--- src/hw/rtl/jssf_pkg.sv ---
// jssf_pkg: shared types and constants for the jpeg scan start finder
// beat payload structs, marker codes and result status codes
// no dependencies
`default_nettype none

package jssf_pkg;

   localparam int POS_WIDTH_DEFAULT = 32;
   localparam int OCTET_W           = 8;
   localparam int LEN_FIELD_BYTES   = 2;
   localparam int CSR_WIDTH         = 32;
   localparam int OUT_POS_WIDTH     = 32;

   localparam logic [OCTET_W-1:0] MARK_PREFIX = 8'hFF;
   localparam logic [OCTET_W-1:0] MARK_SOI    = 8'hD8;
   localparam logic [OCTET_W-1:0] MARK_EOI    = 8'hD9;
   localparam logic [OCTET_W-1:0] MARK_SOS    = 8'hDA;

   typedef enum logic [1:0] {
      ST_FOUND      = 2'd0,
      ST_NO_PREFIX  = 2'd1,
      ST_OUT_OF_BUF = 2'd2,
      ST_BAD_LEN    = 2'd3
   } status_type;

   typedef enum logic [4:0] {
      PH_PREFIX = 5'b00001,
      PH_CODE   = 5'b00010,
      PH_LEN_HI = 5'b00100,
      PH_LEN_LO = 5'b01000,
      PH_SKIP   = 5'b10000
   } phase_type;

   typedef struct packed {
      logic [OCTET_W-1:0] data_byte;
      logic               first_byte;
   } req_type;

   typedef struct packed {
      status_type               status;
      logic [OUT_POS_WIDTH-1:0] compress_pos;
   } rsp_type;

endpackage

`default_nettype wire

--- src/hw/rtl/jpeg_scan_start_finder_unit.sv ---
// jpeg_scan_start_finder_unit: walks jpeg marker segments one byte per beat
// and reports where the first scan's entropy-coded data begins
// depends on jssf_pkg
//
// One file byte enters per req beat and the block accepts a byte in every cycle
// while the result register is free or being drained. Each byte updates the
// marker-walk state in the cycle it is accepted; a search's result (status and
// compress_pos) is registered; it is on rsp next cycle and stays until taken.
// A first_byte beat restarts the search at offset zero; after a result, bytes
// without first_byte are dropped without a response. The user must write
// buffer_size through the always-ready csr port only while the block is idle;
// the block does not enforce this. Positions are POS_WIDTH bits and saturate.
`default_nettype none

module jpeg_scan_start_finder_unit
   import jssf_pkg::*;
#(
   parameter int POS_WIDTH = POS_WIDTH_DEFAULT
) (
   input  wire logic                 clock,
   input  wire logic                 reset,
   input  wire logic                 csr_valid,
   output logic                      csr_ready,
   input  wire logic [CSR_WIDTH-1:0] csr_data,
   input  wire logic                 req_valid,
   output logic                      req_ready,
   input  wire req_type              req_payload,
   output logic                      rsp_valid,
   input  wire logic                 rsp_ready,
   output rsp_type                   rsp_payload
);

   localparam int CMP_W = ((POS_WIDTH + 3) > (CSR_WIDTH + 1)) ? (POS_WIDTH + 3)
                                                              : (CSR_WIDTH + 1);
   localparam int EXT_W = (POS_WIDTH > OUT_POS_WIDTH) ? POS_WIDTH : OUT_POS_WIDTH;

   logic [CSR_WIDTH-1:0]  buffer_size_ff;
   phase_type             phase_ff, phase_in;
   logic [POS_WIDTH-1:0]  pos_ff, pos_in;
   logic [OCTET_W-1:0]    code_ff, code_in;
   logic [OCTET_W-1:0]    len_hi_ff, len_hi_in;
   logic [POS_WIDTH-1:0]  skip_ff, skip_in;
   logic                  done_ff, done_in;
   logic                  rsp_valid_ff, rsp_valid_in;
   rsp_type               rsp_ff, rsp_in;

   logic                  req_fire;
   logic                  rsp_load;
   logic                  done_eff;
   phase_type             ph_eff;
   phase_type             ph_work;
   logic [POS_WIDTH-1:0]  pos_eff;
   logic [CMP_W-1:0]      buf_ext, pos_ext, pos_max_ext, two_ext;
   logic [CMP_W-1:0]      sum_p1, sum_p3, sum_tgt;
   logic [POS_WIDTH-1:0]  pos_p1, pos_p3, start_pos, target;
   logic [2*OCTET_W-1:0]  seg_len;
   logic                  room_pos, room_p1, over_p3, room_tgt;
   logic [EXT_W-1:0]      target_ext;
   logic [OUT_POS_WIDTH-1:0] target_out;
   logic [OCTET_W-1:0]    b;

   assign csr_ready = 1'b1;
   assign req_ready = !rsp_valid_ff || rsp_ready;
   assign req_fire  = req_valid && req_ready;
   assign rsp_valid   = rsp_valid_ff;
   assign rsp_payload = rsp_ff;
   assign b = req_payload.data_byte;

   // restart applied ahead of the byte's own work
   assign done_eff = req_payload.first_byte ? 1'b0 : done_ff;
   assign ph_eff   = req_payload.first_byte ? PH_PREFIX : phase_ff;
   assign pos_eff  = req_payload.first_byte ? '0 : pos_ff;
   assign ph_work  = (ph_eff == PH_SKIP && pos_eff == skip_ff) ? PH_PREFIX : ph_eff;

   // saturating position arithmetic
   assign buf_ext     = CMP_W'(buffer_size_ff);
   assign pos_ext     = CMP_W'(pos_eff);
   assign pos_max_ext = CMP_W'({POS_WIDTH{1'b1}});
   assign two_ext     = CMP_W'(LEN_FIELD_BYTES);
   assign sum_p1 = pos_ext + CMP_W'(1);
   assign sum_p3 = pos_ext + CMP_W'(3);
   assign pos_p1 = (sum_p1 > pos_max_ext) ? {POS_WIDTH{1'b1}} : sum_p1[POS_WIDTH-1:0];
   assign pos_p3 = (sum_p3 > pos_max_ext) ? {POS_WIDTH{1'b1}} : sum_p3[POS_WIDTH-1:0];

   assign seg_len   = {len_hi_ff, b};
   assign start_pos = (pos_eff == '0) ? '0 : pos_eff - POS_WIDTH'(1);
   assign sum_tgt   = CMP_W'(start_pos) + CMP_W'(seg_len);
   assign target = (sum_tgt > pos_max_ext) ? {POS_WIDTH{1'b1}} : sum_tgt[POS_WIDTH-1:0];

   assign room_pos = buf_ext > (pos_ext + two_ext);
   assign room_p1  = buf_ext > (CMP_W'(pos_p1) + two_ext);
   assign over_p3  = CMP_W'(pos_p3) > buf_ext;
   assign room_tgt = buf_ext > (CMP_W'(target) + two_ext);

   assign target_ext = EXT_W'(target);
   assign target_out = (target_ext > EXT_W'({OUT_POS_WIDTH{1'b1}}))
                       ? {OUT_POS_WIDTH{1'b1}} : target_ext[OUT_POS_WIDTH-1:0];

   always_comb begin
      phase_in  = phase_ff;
      pos_in    = pos_ff;
      code_in   = code_ff;
      len_hi_in = len_hi_ff;
      skip_in   = skip_ff;
      done_in   = done_ff;
      rsp_load  = 1'b0;
      rsp_in.status       = ST_FOUND;
      rsp_in.compress_pos = '0;
      if (req_fire) begin
         phase_in = ph_eff;
         pos_in   = pos_eff;
         done_in  = done_eff;
         if (!done_eff) begin
            pos_in = pos_p1;
            unique case (ph_work)
               PH_PREFIX: begin
                  if (!room_pos) begin
                     rsp_load      = 1'b1;
                     rsp_in.status = ST_OUT_OF_BUF;
                  end else if (b != MARK_PREFIX) begin
                     rsp_load      = 1'b1;
                     rsp_in.status = ST_NO_PREFIX;
                  end else begin
                     phase_in = PH_CODE;
                  end
               end
               PH_CODE: begin
                  code_in = b;
                  if (b == MARK_SOI || b == MARK_EOI) begin
                     if (!room_p1) begin
                        rsp_load      = 1'b1;
                        rsp_in.status = ST_OUT_OF_BUF;
                     end else begin
                        phase_in = PH_PREFIX;
                     end
                  end else if (over_p3) begin
                     rsp_load      = 1'b1;
                     rsp_in.status = ST_OUT_OF_BUF;
                  end else begin
                     phase_in = PH_LEN_HI;
                  end
               end
               PH_LEN_HI: begin
                  len_hi_in = b;
                  phase_in  = PH_LEN_LO;
               end
               PH_LEN_LO: begin
                  if (seg_len < (2*OCTET_W)'(LEN_FIELD_BYTES)) begin
                     rsp_load      = 1'b1;
                     rsp_in.status = ST_BAD_LEN;
                  end else if (code_ff == MARK_SOS) begin
                     rsp_load            = 1'b1;
                     rsp_in.status       = ST_FOUND;
                     rsp_in.compress_pos = target_out;
                  end else if (!room_tgt) begin
                     rsp_load      = 1'b1;
                     rsp_in.status = ST_OUT_OF_BUF;
                  end else begin
                     skip_in  = target;
                     phase_in = PH_SKIP;
                  end
               end
               PH_SKIP: begin
               end
               default: begin
               end
            endcase
            if (rsp_load) begin
               done_in = 1'b1;
            end
         end
      end
   end

   assign rsp_valid_in = rsp_load || (rsp_valid_ff && !rsp_ready);

   always_ff @(posedge clock) begin
      if (reset) begin
         buffer_size_ff <= '0;
         phase_ff       <= PH_PREFIX;
         pos_ff         <= '0;
         code_ff        <= '0;
         len_hi_ff      <= '0;
         skip_ff        <= '0;
         done_ff        <= 1'b1;
         rsp_valid_ff   <= 1'b0;
      end else begin
         if (csr_valid && csr_ready) begin
            buffer_size_ff <= csr_data;
         end
         phase_ff     <= phase_in;
         pos_ff       <= pos_in;
         code_ff      <= code_in;
         len_hi_ff    <= len_hi_in;
         skip_ff      <= skip_in;
         done_ff      <= done_in;
         rsp_valid_ff <= rsp_valid_in;
      end
   end

   always_ff @(posedge clock) begin
      if (rsp_load) begin
         rsp_ff <= rsp_in;
      end
   end

`ifndef ASSERT_OFF
   a_found_pos : assert property (@(posedge clock) disable iff (reset)
      (rsp_valid && rsp_payload.status == ST_FOUND) |-> (rsp_payload.compress_pos >= 2))
      else $error("found result with offset below two");
   a_fail_pos : assert property (@(posedge clock) disable iff (reset)
      (rsp_valid && rsp_payload.status != ST_FOUND) |-> (rsp_payload.compress_pos == '0))
      else $error("failed search with nonzero offset");
   a_idle_quiet : assert property (@(posedge clock) disable iff (reset)
      rsp_load |-> (!done_ff || req_payload.first_byte))
      else $error("result while waiting for a first byte");
   a_done_after : assert property (@(posedge clock) disable iff (reset)
      rsp_load |=> done_ff)
      else $error("search not closed after its result");
   a_load_free : assert property (@(posedge clock) disable iff (reset)
      rsp_load |-> (!rsp_valid_ff || rsp_ready))
      else $error("result overwrote an undelivered beat");
`endif

endmodule

`default_nettype wire

--- config.mk ---
export PLATFORM = sky130hd
export DESIGN_NAME = jpeg_scan_start_finder_unit
export DESIGN_NICKNAME = d
export VERILOG_FILES = /design/src/hw/rtl/jssf_pkg.sv /design/src/hw/rtl/jpeg_scan_start_finder_unit.sv
export SDC_FILE = /design/constraint.sdc
export NUM_CORES = 1
export LEC_CHECK = 0
export ABC_AREA = 1
export BUFFER_PORTS_ARGS = -buffer_cell sky130_fd_sc_hd__clkbuf_2
export CAP_MARGIN = 5
export CORE_MARGIN = 4
export CORE_UTILIZATION = 40
export DETAILED_ROUTE_END_ITERATION = 8
export GPL_ROUTABILITY_DRIVEN = 0
export PLACE_DENSITY = 0.61
export REMOVE_ABC_BUFFERS = 1
export SLEW_MARGIN = 25
export SYNTH_ARGS = -nofsm -noshare
export SYNTH_HDL_FRONTEND = slang
export SYNTH_SLANG_ARGS = --single-unit
--- constraint.sdc ---
create_clock -name clock -period 23.7 [get_ports clock]
set_clock_uncertainty 0.15 [all_clocks]
set_input_delay 1.185 -clock clock [delete_from_list [all_inputs] [get_ports clock]]
set_output_delay 1.185 -clock clock [all_outputs]
set_load 0.1 [all_outputs]
==> metrics.md, run 1 <==
| Metric | Value |
|---|---|
| Worst-case hold slack | 0.318 ns |
| Average size of a mapped cell | 6.52 um^2 |
| TNS Setup | 0 ns |
| Crit end category | register |
| Detailed placement HPWL | 48800 um |
| Finished layout cell area | 17400 um^2 |
| Die outline area | 43100 um^2 |
| Number of storage elements in the synthesis netlist | 153 |
| Number of rows created at floorplan | 72 |
| DRC viols | 0 |
| Fraction of registers with async set or reset after synthesis | 0 |
| Complex-gate fraction of the synthesized area | 0.139 |
| Number of synthesized flops with an enable pin | 34 |
| Arrival time of the worst setup path | 11.31 ns |
| Clock buffer depth | 2 |
| Final critical-path share of the clock period | 0.468 |
| Final hold vios | 0 |
| Class of the most critical hold timing path | register to register |
| Post-synthesis sequential area ratio | 0.214 |
| Area after DPL | 16700 um^2 |
| Max-cap violation count | 0 |
| Vias post-DR | 16750 |
| Clk_lat worst skew | 0.47 ns |
| Maximum cell stage delay along the critical path | 0.70 ns |
| Pin count of the biggest net entering global routing | 102 |
| Time the worst path needs with I/O delays and setup | 11.10 ns |
| Initial Utilization | 0.408 |
| Number of iterations in the first detailed-routing pass | 6 |
| Number of setup violations in the final report | 0 |
| Static leakage | 8.35 nW |
| Post-layout nets | 2691 |
| Routed Wire Length | 59000 um |
| Detailed-route vias per instance | 5.54 |
| Fraction of the mapped netlist area in adder cells | 0.119 |
| Buffers added on ports | 81 |
| Post-synthesis xor/xnor area fraction | 0.0836 |
| Power per unit of standard cell area | 59.1 nW/um^2 |
| Total setup buffers inserted after CTS | 0 |
| Register clock-pin slew on the reported worst setup and hold paths | 0.07 ns |
| Final ANT Viol Nets | 0 |
| Vert. Die Dim | 208 um |
| Die boundary width | 208 um |
| Total grt overflow | 0 |
| RSZ-0062 raised after global routing | false |
| CTS root buf | sky130_fd_sc_hd__clkbuf_16 |
| Crit-path max FO | 61 |
| Cell count after synthesis | 2443 |
| Most instantiated flip-flop cell in the synthesis netlist | sky130_fd_sc_hd__dfxtp_1 |
| Num Clock Sinks | 153 |
| Share of post-route cells with drive strength above 1 | 0.0989 |
| Htree depth | 4 |
| Worst vdd rail ir drop | 0.0000605 V |
| Worst Setup Start Kind | input port |
| Wirelength per Cell | 19.5 um |
| Cell variety after synth | 67 |
| Synth-to-Final Area Change | 9.05% |
| Wire length of the first global-routing pass | 90600 um |
| Worst-path cell with the longest stage delay | sky130_fd_sc_hd__inv_4 |
| Post-synth design cell area | 15900 um^2 |
| Starting DRT DRC Count | 1929 |
| Clock tree from TritonCTS | yes |
| Number of buffers inserted during clock tree synthesis | 17 |
| Endpoint required time on the critical path | 23.91 ns |
| Final Max Slew Viols | 0 |
| Total global routing track utilization | 0.267 |
| Boundary Pins | 83 |
| Post-cts resize count | 0 |
| Total number of yosys warnings | 0 |
| Hold-fix buffers at CTS | 0 |
| Via count of the first global-routing pass | 16001 |
| Largest family of logic cells by synthesized area | simple AND/OR/NAND/NOR gates |
| Simple-gate portion of the synthesized area | 0.353 |
| Cell repeated most along the worst path | sky130_fd_sc_hd__nand2_1 |
| Max_slew headroom | 0.301 |
| Maximum clock frequency | 0.0901 GHz |
| Total power consumption of the routed design | 0.00103 W |
| Run status | completed |
| Kind of critical path | input port to register |
| Transition time of the tightest slew-check pin | 1.03 ns |
| Core ar. | 39000 um^2 |
| Antenna violations before repair | 0 |
| Mux cell area share after synthesis | 0 |
-- state kept, by name, summed over array words and instances, names as in the netlist --
name            cells
rsp_payload        34
len_hi_ff           8
pos_ff             32
rsp_valid           1
buffer_size_ff     32
code_ff             8
done_ff             1
phase_ff            5
skip_ff            32
-- cell usage after synthesis (all sizes together), types with 4 or more instances --
library cell,count,share of area
a31oi,4,0.0016
buf,26,0.014
a21o,8,0.0038
clkbuf,30,0.0071
nor4,26,0.011
clkinv,5,0.0012
o211ai,15,0.0071
nand3,139,0.050
nand2,559,0.14
nand3b,6,0.0028
a211oi,7,0.0033
ha,150,0.12
nor3,44,0.016
edfxtp,34,0.064
nor4b,5,0.0027
nor2,379,0.10
o21ai,168,0.054
xor2,135,0.074
o21bai,12,0.0057
xnor2,17,0.0094
a21oi,167,0.052
nand4,58,0.023
or2,9,0.0035
inv,291,0.069
dfxtp,119,0.15
-- area by class of cell --
type	instances	area, um^2
clock inverters	5	129
repair buffers	88	458
diodes	1	2.50
clock buffers	27	536
well taps	518	648
multi-input cells	1938	11100
fillers	4084	21600
inverters	296	1110
flip-flops and latches	153	3400
-- placed cells by master (no fill, tap or decap), types with 8 or more instances in the layout --
master                        n
sky130_fd_sc_hd__edfxtp_1    34
sky130_fd_sc_hd__o21ai_0    127
sky130_fd_sc_hd__nand2_2     29
sky130_fd_sc_hd__clkbuf_16   19
sky130_fd_sc_hd__xnor2_1     17
sky130_fd_sc_hd__nor2_1     340
sky130_fd_sc_hd__inv_2       14
sky130_fd_sc_hd__o211ai_1    15
sky130_fd_sc_hd__nand2_1    520
sky130_fd_sc_hd__clkbuf_2    81
sky130_fd_sc_hd__nand4_1     58
sky130_fd_sc_hd__inv_1      276
sky130_fd_sc_hd__nor4_1      24
sky130_fd_sc_hd__o21bai_1    12
sky130_fd_sc_hd__ha_1       150
sky130_fd_sc_hd__nand3_2     17
sky130_fd_sc_hd__a21oi_1    167
sky130_fd_sc_hd__xor2_1     135
sky130_fd_sc_hd__nor3_1      40
sky130_fd_sc_hd__a21o_1       8
sky130_fd_sc_hd__nor2_4      14
sky130_fd_sc_hd__nand2_4     10
sky130_fd_sc_hd__o21ai_1     39
sky130_fd_sc_hd__nand3_1    121
sky130_fd_sc_hd__nor2_2      25
sky130_fd_sc_hd__dfxtp_1    119
sky130_fd_sc_hd__or2_2        9
-- critical path: cells and delay by family --
kind | cells | cell delay, ns
and+or+nand+nor | 28 | 4.97
buffers and inverters | 8 | 2.42
AOI/OAI and AO/OA | 6 | 1.36
adders and majority gates | 4 | 1.09
xor gates and xnor gates | 1 | 0.16
-- worst paths after layout --
kind,end,from,slack [ns],cells past startpoint
worst max-delay path,skip_ff[4]$_SDFFE_PP0P_,req_payload[0],12.60,47
worst min register to register,phase_ff[4]$_SDFFE_PP0P_,phase_ff[4]$_SDFFE_PP0P_,0.32,2
worst max register to register,skip_ff[4]$_SDFFE_PP0P_,pos_ff[0]$_SDFFE_PP0P_,14.01,45
worst min-delay path,phase_ff[4]$_SDFFE_PP0P_,phase_ff[4]$_SDFFE_PP0P_,0.32,2
-- cells by family (layout without fill, tap and decap cells) --
kind of cell               count (synthesis)  after routing
buffers and inverters                    352            416
xor gates and xnor gates                 152            152
and+or+nand+nor                         1233           1233
adders and majority gates                151            151
AOI/OAI and AO/OA                        401            401
other                                      1              2
DFF                                      153            153
-- per-stage QoR --
step,setup WS [ns],utilization,cells
after floorplan,14.35,-,2387
after global placement,12.72,0.428,2993
after detailed placement,12.36,0.428,2993
final,12.60,0.445,3026
after CTS,12.83,0.445,3025
after global routing,11.64,0.445,3025
-- per-layer routing --
metal	track usage	routed length [um]	vias up
met1	0.340	24300	7632
met4	0.142	3750	0
met3	0.0527	4880	184
li1	-	-	8176
met5	0	0	-
met2	0.427	26100	758
-- power by group --
part	internal, W	leakage [nW]	switching (W)
Clock	0.000198	0.322	0.000119
Combinational	0.000123	6.74	0.000286
Sequential	0.000279	1.29	0.0000201
Total	0.000601	8.35	0.000426
Note: power is estimated with default switching activity, not from simulation.
==> run 2, diff against run 1 <==
==> constraint.sdc (replaced) <==
create_clock -name clock -period 11.2 [get_ports clock]
set_clock_uncertainty 0.15 [all_clocks]
set_input_delay 0.56 -clock clock [delete_from_list [all_inputs] [get_ports clock]]
set_output_delay 0.56 -clock clock [all_outputs]
set_load 0.1 [all_outputs]
==> metrics.md, run 2 (synthesis gave the netlist of run 1 again) <==
| Metric | Value |
|---|---|
| Total area of sequential cells | 3400 um^2 |
| Transition time of the tightest slew-check pin | 0.873 ns |
| Vias post-DR | 16795 |
| Starting DRT DRC Count | 1864 |
| Boundary Pins | 83 |
| Cell type group with the largest total delay on the critical path | simple AND/OR/NAND/NOR gates |
| Num Clock Sinks | 153 |
| Arrival time of the worst setup path | 9.33 ns |
| Number of rows created at floorplan | 72 |
| Max_slew headroom | 0.412 |
| Die outline area | 43100 um^2 |
| Final hold vios | 0 |
| Worst-path cell with the longest stage delay | sky130_fd_sc_hd__o21bai_1 |
| Kind of critical path | input port to register |
| Via count of the first global-routing pass | 15829 |
| Number of buffers inserted during clock tree synthesis | 17 |
| Max-cap violation count | 0 |
| Buffers added on ports | 81 |
| Worst vdd rail ir drop | 0.000115 V |
| Worst Setup Start Kind | input port |
| Crit-path max FO | 32 |
| Core ar. | 39000 um^2 |
| Antenna violations before repair | 1 |
| Multi-input gate area | 11100 um^2 |
| Total power consumption of the routed design | 0.00211 W |
| Ant. Diodes | 0 |
| Post-layout nets | 2696 |
| Detailed-route vias per instance | 5.54 |
| Initial Utilization | 0.408 |
| Number of buffer and inverter stages on the critical path | 8 |
| Total setup buffers inserted after CTS | 0 |
| Detailed placement HPWL | 49300 um |
| CTS root buf | sky130_fd_sc_hd__clkbuf_16 |
| Power share of the clock group | 0.289 |
| Routed Wire Length | 58700 um |
| Htree depth | 4 |
| Leading cell types in the layout, fill and taps excluded | 520 x sky130_fd_sc_hd__nand2_1, 340 x sky130_fd_sc_hd__nor2_1, 276 x sky130_fd_sc_hd__inv_1 |
| Maximum cell stage delay along the critical path | 0.44 ns |
| Vert. Die Dim | 208 um |
| Time the worst path needs with I/O delays and setup | 9.12 ns |
| Sequential fraction of design power | 0.300 |
| Static leakage | 8.34 nW |
| Register clock-pin slew on the reported worst setup and hold paths | 0.07 ns |
| Final ANT Viol Nets | 0 |
| Power per unit of standard cell area | 122 nW/um^2 |
| DRC viols | 0 |
| Cell repeated most along the worst path | sky130_fd_sc_hd__nand2_1 |
| Total grt overflow | 0 |
| Die boundary width | 208 um |
| Wire length of the first global-routing pass | 90100 um |
| Filler-free cell count of the finished design | 3030 |
| Number of iterations in the first detailed-routing pass | 8 |
| Synth-to-Final Area Change | 8.90% |
| RSZ-0062 raised after global routing | false |
| Number of setup violations in the final report | 0 |
| Class of the most critical hold timing path | input port to register |
| Pin count of the biggest net entering global routing | 65 |
| Endpoint required time on the critical path | 11.40 ns |
| Net switching power figure | 0.000910 W |
| Wirelength per Cell | 19.4 um |
| Crit end category | register |
| Share of post-route cells with drive strength above 1 | 0.102 |
| Most common cell after layout, fill and taps aside | sky130_fd_sc_hd__nand2_1 |
| Switching fraction of total power | 0.431 |
| Total global routing track utilization | 0.265 |
| Clock tree from TritonCTS | yes |
| Hold-fix buffers at CTS | 0 |
| Utilization after layout | 0.445 |
| Maximum clock frequency | 0.110 GHz |
| Final Max Slew Viols | 0 |
| Run status | completed |
| Post-cts resize count | 0 |
| Number of placed instances, taps included | 2998 |
| Worst-case hold slack | 0.220 ns |
| Relative contribution of combinational cells to total power | 0.410 |
| Max FFs per register | 34 |
| Fill count | 4146 |
| Clk_lat worst skew | 0.46 ns |
| TNS Setup | 0 ns |
| Final critical-path share of the clock period | 0.815 |
| Clock buffer depth | 2 |
| Pint | 0.00120 W |
[run 2: cell count changes in the layout (fill, tap and decap cells not counted), sizes merged]
cell / delta
clkbuf: -7
buf: +5
inv: +4
clkinv: +3
bufinv: -2
clkinvlp: +2
diode: -1
[run 2: metrics by stage]
| stage | setup WS, ns | instance area (um^2) |
|---|---|---|
| floorplan | 2.48 | 15600 |
| global placement | 2.12 | 16700 |
| detailed placement | 1.78 | 16700 |
| CTS | 2.23 | 17300 |
| global route | 1.25 | 17300 |
| finish | 2.08 | 17300 |
[run 2: layer usage]
metal,wire length (um),part of all wire,vias to the layer above,GRT usage
li1,-,-,8199,-
met1,24300,0.41,7666,0.339
met2,25900,0.44,760,0.423
met3,4750,0.081,168,0.0505
met4,3720,0.063,2,0.146
met5,13,0.00022,-,0
[run 2: final cells by class]
cell class              instances  share of cell area
multi-input cells            1938               0.639
flip-flops and latches        153               0.196
inverters                     296              0.0642
well taps                     518              0.0374
repair buffers                 93              0.0286
clock buffers                  20              0.0270
clock inverters                12             0.00794
[run 2: path summary, 6_finish.rpt]
check | startpoint | to | slack, ns | cells past startpoint
worst max-delay path | req_payload[0] | skip_ff[29]$_SDFFE_PP0P_ | 2.08 | 47
worst min register to register | phase_ff[4]$_SDFFE_PP0P_ | phase_ff[4]$_SDFFE_PP0P_ | 0.31 | 2
worst min-delay path | csr_data[15] | buffer_size_ff[15]$_SDFFE_PP0P_ | 0.22 | 3
worst max register to register | pos_ff[0]$_SDFFE_PP0P_ | rsp_payload[28]$_SDFFCE_PP0P_ | 2.28 | 46
[run 2: power groups by stage]
stage | combinational [W] | clock [W] | sequential, W
2_1_floorplan | 0.000571 | 0 | 0.000686
3_3_place_gp | 0.000837 | 0 | 0.000646
3_5_place_dp | 0.000851 | 0 | 0.000646
4_1_cts | 0.000857 | 0.000625 | 0.000634
5_1_grt | 0.000970 | 0.000643 | 0.000635
6_report | 0.000866 | 0.000611 | 0.000634
[run 2: worst reg2reg max path: cells and delay by family, from the launching register on]
| family | cells | cell delay, ns |
|---|---|---|
| buffers and inverters | 5 | 1.19 |
| AO/OA/AOI/OAI | 6 | 0.91 |
| flip-flops | 1 | 0.48 |
| XOR/XNOR | 1 | 0.16 |
| AND/OR/NAND/NOR | 31 | 4.77 |
| adder cells (fa/ha/maj) | 3 | 0.85 |
